## config.mk

```make
export PLATFORM = sky130hd
export DESIGN_NAME = interval_timer_sec_usec
export DESIGN_NICKNAME = d
export VERILOG_FILES = /design/src/design/itsu_pkg.sv /design/src/design/interval_timer_sec_usec.sv
export SDC_FILE = /design/constraint.sdc
export NUM_CORES = 1
export LEC_CHECK = 0
export ABC_AREA = 1
export ABC_CLOCK_PERIOD_IN_PS = 8900
export BUFFER_PORTS_ARGS = -buffer_cell sky130_fd_sc_hd__buf_4
export CAP_MARGIN = 20
export CORE_ASPECT_RATIO = 2
export CORE_MARGIN = 4
export CORE_UTILIZATION = 50
export CTS_BUF_LIST = sky130_fd_sc_hd__clkbuf_4 sky130_fd_sc_hd__clkbuf_8
export DETAILED_ROUTE_END_ITERATION = 12
export GPL_ROUTABILITY_DRIVEN = 1
export PLACE_DENSITY_LB_ADDON = 0.15
export SLEW_MARGIN = 25
export SYNTH_ARGS = -nofsm -noshare
export SYNTH_HDL_FRONTEND = slang
export SYNTH_SLANG_ARGS = --single-unit
```

## constraint.sdc

```tcl
create_clock -name clk_i -period 8.9 [get_ports clk_i]
set_input_delay 1.78 -clock clk_i [delete_from_list [all_inputs] [get_ports clk_i]]
set_output_delay 1.78 -clock clk_i [all_outputs]
set_load 0.02 [all_outputs]
```

## src/design/itsu_pkg.sv

```systemverilog
// Shared constants and types for the seconds/microseconds interval timer.
// No dependencies; imported by interval_timer_sec_usec.
package itsu_pkg;

  localparam int unsigned SecW  = 27;
  localparam int unsigned UsecW = 20;

  localparam logic [UsecW-1:0] UsecPerSec = UsecW'(1000000);
  localparam logic [UsecW-1:0] UsecMax    = UsecW'(999999);
  localparam logic [SecW-1:0]  MaxSec     = SecW'(100000000);
  localparam logic [UsecW-1:0] MinTickRst = UsecW'(10000);

  // Configuration register indexes
  typedef enum logic [1:0] {
    CFG_INTERVAL_SEC  = 2'd0,
    CFG_INTERVAL_USEC = 2'd1,
    CFG_MIN_TICK_USEC = 2'd2
  } cfg_idx_e;

  // Request kind carried in tuser
  typedef enum logic {
    FUNC_TICK = 1'b0,
    FUNC_LOAD = 1'b1
  } func_e;

  // Interval after normalising and saturating
  typedef struct packed {
    logic             zero;
    logic [SecW-1:0]  sec;
    logic [UsecW-1:0] usec;
  } ival_t;

endpackage

```

## src/design/interval_timer_sec_usec.sv

```systemverilog
// Countdown interval timer kept as seconds plus microseconds.
// Depends on itsu_pkg (constants, register indexes, interval type).
//
// Usage:
//   Slave stream (s_axis_*): one request per transfer. tuser selects the kind:
//   0 = tick (subtract elapsed_usec), 1 = load a new remaining value.
//   Master stream (m_axis_*): exactly one result per request, in order, giving
//   the remaining value after the request plus running / expired /
//   load_rejected flags.
//   Config channel (cfg_*): writes interval_sec (0), interval_usec (1) and
//   min_tick_usec (2); other indexes are dropped. Always ready; write only
//   while the timer has no request in flight. The interval is normalised and
//   saturated as it is written, so ticks see a ready-made reload value.
// Timing:
//   An input register, then the subtract/compare logic writes the timer state
//   and the result register together.
//   Throughput one request per cycle unless stalled (see Stall); the timer state is
//   updated with the result in the same cycle, so back-to-back ticks chain correctly.
// Reset: timer stopped (zero remaining), interval zero, resolution 10000 us,
//   both stages empty.
// Stall: while m_axis_tready is low a held result blocks the compute stage;
//   the input register still takes one request, then tready drops.
module interval_timer_sec_usec
  import itsu_pkg::*;
(
  input  logic        clk_i,
  input  logic        rst_ni,
  // Slave request stream
  input  logic        s_axis_tvalid,
  output logic        s_axis_tready,
  // [19:0] elapsed_usec, [46:20] load_sec, [66:47] load_usec, [71:67] zero
  input  logic [71:0] s_axis_tdata,
  // [0] func
  input  logic [0:0]  s_axis_tuser,
  // Master result stream
  output logic        m_axis_tvalid,
  input  logic        m_axis_tready,
  // [26:0] value_sec, [46:27] value_usec, [47] running, [48] expired,
  // [49] load_rejected, [55:50] zero
  output logic [55:0] m_axis_tdata,
  // Config write channel
  input  logic        cfg_valid_i,
  output logic        cfg_ready_o,
  input  logic [1:0]  cfg_index_i,
  input  logic [26:0] cfg_data_i
);

  // ---------------------------------------------------------------------
  // Configuration registers
  // ---------------------------------------------------------------------
  logic [SecW-1:0]  isec_q, isec_d;
  logic [UsecW-1:0] iusec_q, iusec_d;
  logic [UsecW-1:0] min_tick_q, min_tick_d;
  ival_t            ival_q, ival_d;
  logic             cfg_we;

  function automatic ival_t norm_ival(input logic [SecW-1:0] s, input logic [UsecW-1:0] u);
    ival_t          r;
    logic           carry;
    logic [SecW:0]  s_sum;
    logic [UsecW:0] u_sub;
    u_sub  = {1'b0, u} - {1'b0, UsecPerSec};
    carry  = ~u_sub[UsecW];
    s_sum  = {1'b0, s} + {{SecW{1'b0}}, carry};
    r.zero = (s == '0) && (u == '0);
    if (s_sum > {1'b0, MaxSec}) begin
      r.sec  = MaxSec;
      r.usec = UsecMax;
    end else begin
      r.sec  = s_sum[SecW-1:0];
      r.usec = carry ? u_sub[UsecW-1:0] : u;
    end
    return r;
  endfunction

  assign cfg_ready_o = 1'b1;
  assign cfg_we      = cfg_valid_i & cfg_ready_o;

  always_comb begin
    isec_d     = isec_q;
    iusec_d    = iusec_q;
    min_tick_d = min_tick_q;
    if (cfg_we) begin
      case (cfg_idx_e'(cfg_index_i))
        CFG_INTERVAL_SEC:  isec_d     = cfg_data_i;
        CFG_INTERVAL_USEC: iusec_d    = cfg_data_i[UsecW-1:0];
        CFG_MIN_TICK_USEC: min_tick_d = cfg_data_i[UsecW-1:0];
        default: ;
      endcase
    end
    ival_d = norm_ival(isec_d, iusec_d);
  end

  always_ff @(posedge clk_i or negedge rst_ni) begin
    if (!rst_ni) begin
      isec_q     <= '0;
      iusec_q    <= '0;
      min_tick_q <= MinTickRst;
      ival_q     <= '{zero: 1'b1, sec: '0, usec: '0};
    end else begin
      isec_q     <= isec_d;
      iusec_q    <= iusec_d;
      min_tick_q <= min_tick_d;
      ival_q     <= ival_d;
    end
  end

  // ---------------------------------------------------------------------
  // Input stage: split elapsed into whole second + remainder, check and
  // round the load value, then register.
  // ---------------------------------------------------------------------
  logic             in_valid_q;
  logic             in_func_q;
  logic             in_esec_q;
  logic [UsecW-1:0] in_eusec_q;
  logic             in_lbad_q;
  logic [SecW-1:0]  in_lsec_q;
  logic [UsecW-1:0] in_lusec_q;

  logic [UsecW-1:0] elapsed, lusec_raw, tick_res, lusec_rnd;
  logic [SecW-1:0]  lsec_raw;
  logic [UsecW:0]   e_sub;
  logic             e_sec, l_bad;
  logic             adv, s_fire;

  assign elapsed   = s_axis_tdata[19:0];
  assign lsec_raw  = s_axis_tdata[46:20];
  assign lusec_raw = s_axis_tdata[66:47];

  always_comb begin
    e_sub     = {1'b0, elapsed} - {1'b0, UsecPerSec};
    e_sec     = ~e_sub[UsecW];
    l_bad     = (lsec_raw > MaxSec) || (lusec_raw >= UsecPerSec);
    tick_res  = (min_tick_q > UsecMax) ? UsecMax : min_tick_q;
    lusec_rnd = lusec_raw;
    // Nonzero value below one tick rounds up to one tick
    if (lsec_raw == '0 && lusec_raw != '0 && lusec_raw < tick_res) begin
      lusec_rnd = tick_res;
    end
  end

  assign adv           = in_valid_q & (~m_axis_tvalid | m_axis_tready);
  assign s_axis_tready = ~in_valid_q | adv;
  assign s_fire        = s_axis_tvalid & s_axis_tready;

  always_ff @(posedge clk_i or negedge rst_ni) begin
    if (!rst_ni) begin
      in_valid_q <= 1'b0;
    end else if (s_axis_tready) begin
      in_valid_q <= s_axis_tvalid;
    end
  end

  always_ff @(posedge clk_i) begin
    if (s_fire) begin
      in_func_q  <= s_axis_tuser[0];
      in_esec_q  <= e_sec;
      in_eusec_q <= e_sec ? e_sub[UsecW-1:0] : elapsed;
      in_lbad_q  <= l_bad;
      in_lsec_q  <= lsec_raw;
      in_lusec_q <= lusec_rnd;
    end
  end

  // ---------------------------------------------------------------------
  // Compute stage: timer state update and result
  // ---------------------------------------------------------------------
  logic [SecW-1:0]  rem_sec_q, rem_sec_d;
  logic [UsecW-1:0] rem_usec_q, rem_usec_d;
  logic             expired_d, rejected_d;

  logic [UsecW:0]   du_raw, ru_raw;
  logic [UsecW-1:0] d_usec, o_usec, r_usec;
  logic [SecW:0]    d_sec, r_sec;
  logic             d_b, r_b, o_sec, cur_nz, hit_zero, reload_pos;

  always_comb begin
    // remaining - elapsed, in sec/usec form with borrow
    du_raw   = {1'b0, rem_usec_q} - {1'b0, in_eusec_q};
    d_b      = du_raw[UsecW];
    d_usec   = d_b ? (du_raw[UsecW-1:0] + UsecPerSec) : du_raw[UsecW-1:0];
    d_sec    = {1'b0, rem_sec_q} - {{SecW{1'b0}}, in_esec_q} - {{SecW{1'b0}}, d_b};
    cur_nz   = (rem_sec_q != '0) || (rem_usec_q != '0);
    hit_zero = d_sec[SecW] || (d_sec == '0 && d_usec == '0);

    // Overshoot past zero: below two seconds, so one second bit
    if (d_usec == '0) begin
      o_sec  = (d_sec == {(SecW+1){1'b1}});
      o_usec = '0;
    end else begin
      o_sec  = (d_sec == {{SecW{1'b1}}, 1'b0});
      o_usec = UsecPerSec - d_usec;
    end

    // Reload = interval - overshoot, clamped to one microsecond
    ru_raw     = {1'b0, ival_q.usec} - {1'b0, o_usec};
    r_b        = ru_raw[UsecW];
    r_usec     = r_b ? (ru_raw[UsecW-1:0] + UsecPerSec) : ru_raw[UsecW-1:0];
    r_sec      = {1'b0, ival_q.sec} - {{SecW{1'b0}}, o_sec} - {{SecW{1'b0}}, r_b};
    reload_pos = ~r_sec[SecW] && (r_sec != '0 || r_usec != '0);

    rem_sec_d  = rem_sec_q;
    rem_usec_d = rem_usec_q;
    expired_d  = 1'b0;
    rejected_d = 1'b0;
    if (func_e'(in_func_q) == FUNC_LOAD) begin
      if (in_lbad_q) begin
        rejected_d = 1'b1;
      end else begin
        rem_sec_d  = in_lsec_q;
        rem_usec_d = in_lusec_q;
      end
    end else if (cur_nz) begin
      if (!hit_zero) begin
        rem_sec_d  = d_sec[SecW-1:0];
        rem_usec_d = d_usec;
      end else begin
        expired_d = 1'b1;
        if (ival_q.zero) begin
          rem_sec_d  = '0;
          rem_usec_d = '0;
        end else if (reload_pos) begin
          rem_sec_d  = r_sec[SecW-1:0];
          rem_usec_d = r_usec;
        end else begin
          rem_sec_d  = '0;
          rem_usec_d = UsecW'(1);
        end
      end
    end
  end

  always_ff @(posedge clk_i or negedge rst_ni) begin
    if (!rst_ni) begin
      rem_sec_q  <= '0;
      rem_usec_q <= '0;
    end else if (adv) begin
      rem_sec_q  <= rem_sec_d;
      rem_usec_q <= rem_usec_d;
    end
  end

  // ---------------------------------------------------------------------
  // Result register
  // ---------------------------------------------------------------------
  logic             out_valid_q;
  logic [SecW-1:0]  out_sec_q;
  logic [UsecW-1:0] out_usec_q;
  logic             out_run_q, out_exp_q, out_rej_q;

  always_ff @(posedge clk_i or negedge rst_ni) begin
    if (!rst_ni) begin
      out_valid_q <= 1'b0;
    end else if (adv) begin
      out_valid_q <= 1'b1;
    end else if (m_axis_tready) begin
      out_valid_q <= 1'b0;
    end
  end

  always_ff @(posedge clk_i) begin
    if (adv) begin
      out_sec_q  <= rem_sec_d;
      out_usec_q <= rem_usec_d;
      out_run_q  <= (rem_sec_d != '0) || (rem_usec_d != '0);
      out_exp_q  <= expired_d;
      out_rej_q  <= rejected_d;
    end
  end

  assign m_axis_tvalid = out_valid_q;
  assign m_axis_tdata  = {6'b0, out_rej_q, out_exp_q, out_run_q, out_usec_q, out_sec_q};

endmodule

```

==> impl_metrics.tcl <==
set metrics [dict create \
    path_common_cell "nand2_1" \
    numCtsBuffers 42 \
    hold_ws_ps 500 \
    ys_types 57 \
    die_y_um 292 \
    cts_hold_buf 0 \
    final_cell_mix "716 x nand2_1, 358 x buf_4, 333 x inv_1, 302 x nor2_1, 223 x nand3_1" \
    synth_mux_area_frac 0.00336 \
    clock_latency_ps 630 \
    wl_per_cell_um 19.3 \
    synth_flop_cell "dfrtp_1" \
    ys_seq_area_frac 0.383 \
    synth_edf_count 120 \
    overflow 0 \
    grt_first_pass_wirelength_um 108000 \
    gp_congestion 0.997 \
    grt_max_degree 91 \
    ys_warn_count 0 \
    mostFrequentLayoutCell "nand2_1" \
    cts_tree "built" \
    synth-xor-area-share 0.0360 \
    fin_skew_ps 36.7 \
    synthSimpleGateAreaFrac 0.341 \
    grt_pass1_vias 19900 \
    start_util 0.507 \
    clock_sinks 284 \
    cts_buffer_depth 3 \
    endpoint_kind "flip-flop" \
    vias 20200 \
    cp-start-kind "flip-flop" \
    dp_hpwl_um 58600 \
    grt.total_usage 0.321 \
    synth_compound_area_frac 0.0965 \
    drtIter0Drc 1347 \
    final_layout_size_suffix_gt1_frac 0.193 \
    setup_viol 0 \
    antenna_left 0 \
    critPathMaxFanout 11 \
    synth_adder_area_share 0.0493 \
    met1_usage 0.318 \
    cpPeakStageDelay_ps 430 \
    core_um2 39700 \
    die_area_um2 43700 \
    grt_use_met3 0.0365 \
    hold_violations 0 \
    r2r.worst_path.cells 55 \
    avgViaCountPerCell 5.45 \
    min_path_type "flip-flop to flip-flop" \
    clkTransAtPathRegs_ps 80 \
    max_freq_mhz 119 \
    h-tree-depth 2 \
    antenna_found_initial 3 \
    rows 103 \
    finalCritPeriodShare 0.941 \
    finalNetCount 3328 \
    wl_um 71300 \
    slew_viol_final 0 \
    ios 166 \
    tightestPinTransition_ps 940 \
    clock-root-buffer "clkbuf_8" \
    required_ps 9280 \
    use_met2 0.573 \
    area_delta_synth_final_pct 20.7 \
    synthCells 2825 \
    port_buffers 153 \
    critical_path_class "flip-flop to flip-flop" \
    die_w_um 150 \
    ys_seq_elements 284 \
    slew_headroom 0.374 \
    drt_pass1_iterations 6 \
    synth_top_family_by_area "simple AND/OR/NAND/NOR gates" \
    whs_path_depth 2 \
    drcViolationCount 0 \
    cap_violations 0 \
    syn_area_per_cell_um2 7.13 \
    fin_crit_ps 8380 \
    slowest_stage "fa_1" \
    syn_area_um2 20100 \
    status "finished, final reports clean" \
    synthArstFlopShare 0.577 \
    cp.arrival_ps 8760 \
    top_usage_layer "met2" \
]
-- cell type report --
| class | count | area, µm² |
|---|---|---|
| Clock buffer | 54 | 693 |
| Antenna cell | 1 | 2.50 |
| Multi-Input combinational cell | 2088 | 10800 |
| Inverter | 364 | 1370 |
| Sequential cell | 284 | 7710 |
| Fill cell | 3726 | 15400 |
| Clock inverter | 24 | 280 |
| Tap cell | 525 | 657 |
| Timing Repair Buffer | 364 | 2770 |
-- state kept, by name, indices dropped and copies added (netlist names), 20 cells and up --
signal,cells
rem_usec_q,20
ival_q,48
out_sec_q,27
iusec_q,20
isec_q,27
rem_sec_q,27
in_lusec_q,20
out_usec_q,20
min_tick_q,20
in_lsec_q,27
in_eusec_q,20
-- path summary, 6_finish.rpt --
| check | startpoint | endpoint | slack, ps |
|---|---|---|---|
| worst max register to register | rem_usec_q[0] | out_run_q | 520 |
| worst max-delay path | rem_usec_q[0] | out_run_q | 520 |
| max in group asynchronous | rst_ni | min_tick_q[0] | 5870 |
| worst min register to register | min_tick_q[5] | min_tick_q[5] | 500 |
| min in group asynchronous | rst_ni | rem_usec_q[1] | 1180 |
| worst min-delay path | min_tick_q[5] | min_tick_q[5] | 500 |
-- worst max-delay path, delay by kind of cell, from the launching register on --
kind                       cells  cell delay [ps]
buffers and inverters         14             1910
DFF                            1              390
and+or+nand+nor               31             3430
adders and majority gates      5             1500
AOI/OAI and AO/OA              4              470
xor gates and xnor gates       1              390
-- stage by stage --
step / worst slack, ps / instances / area (µm²) / TNS (ps) / util
floorplan: 1410 / 2830 / 20200 / 0 / -
detailed placement: -126 / 3615 / 23100 / -126 / 0.581
CTS: 35.8 / 3695 / 24100 / 0 / 0.606
global placement: -71.6 / 3615 / 23100 / -71.6 / 0.581
global route: -59.5 / 3704 / 24300 / -59.5 / 0.612
finish: 523 / 3704 / 24300 / 0 / 0.612
-- what timing repair did --
action,4_1_cts,5_1_grt
pin swaps,1,17
gates cloned,0,1
gates resized for setup,3,49
setup endpoints to repair,1,91
setup buffers,2,7
-- cells in the mapped netlist (15+ instances only) --
master | number | area (µm²)
nand2_1 | 728 | 2730
inv_1 | 337 | 1260
nor2_1 | 310 | 1160
nand3_1 | 229 | 1150
o21ai_0 | 177 | 886
dfrtp_1 | 158 | 3950
a21oi_1 | 123 | 616
edfxtp_1 | 120 | 3600
nand4_1 | 110 | 688
ha_1 | 73 | 913
xor2_1 | 68 | 596
clkbuf_1 | 56 | 210
or2_2 | 43 | 269
nor4_1 | 34 | 213
nor3_1 | 30 | 150
inv_2 | 26 | 97.6
o21ai_1 | 22 | 110
nand3b_1 | 20 | 150
buf_4 | 15 | 113
-- metal layers --
| metal | part of all wire | vias up | wire, µm |
|---|---|---|---|
| li1 | - | 9937 | - |
| met4 | 0.11 | 0 | 7860 |
| met3 | 0.048 | 294 | 3420 |
| met1 | 0.33 | 9190 | 23600 |
| met2 | 0.51 | 774 | 36500 |
| met5 | 0 | - | 0 |
-- logic make-up (layout without fill, tap and decap cells) --
kind of cell    Yosys count  in the layout
compound gates          365            365
xor+xnor                 82             82
fa+ha+maj                77             77
buf+inv                 458            806
flops                   284            284
mux                       6              6
other cells               2              8
simple gates           1551           1551
Power is not shown: default switching activity piles up to over one toggle a cycle in this logic, so the estimate is an artifact.
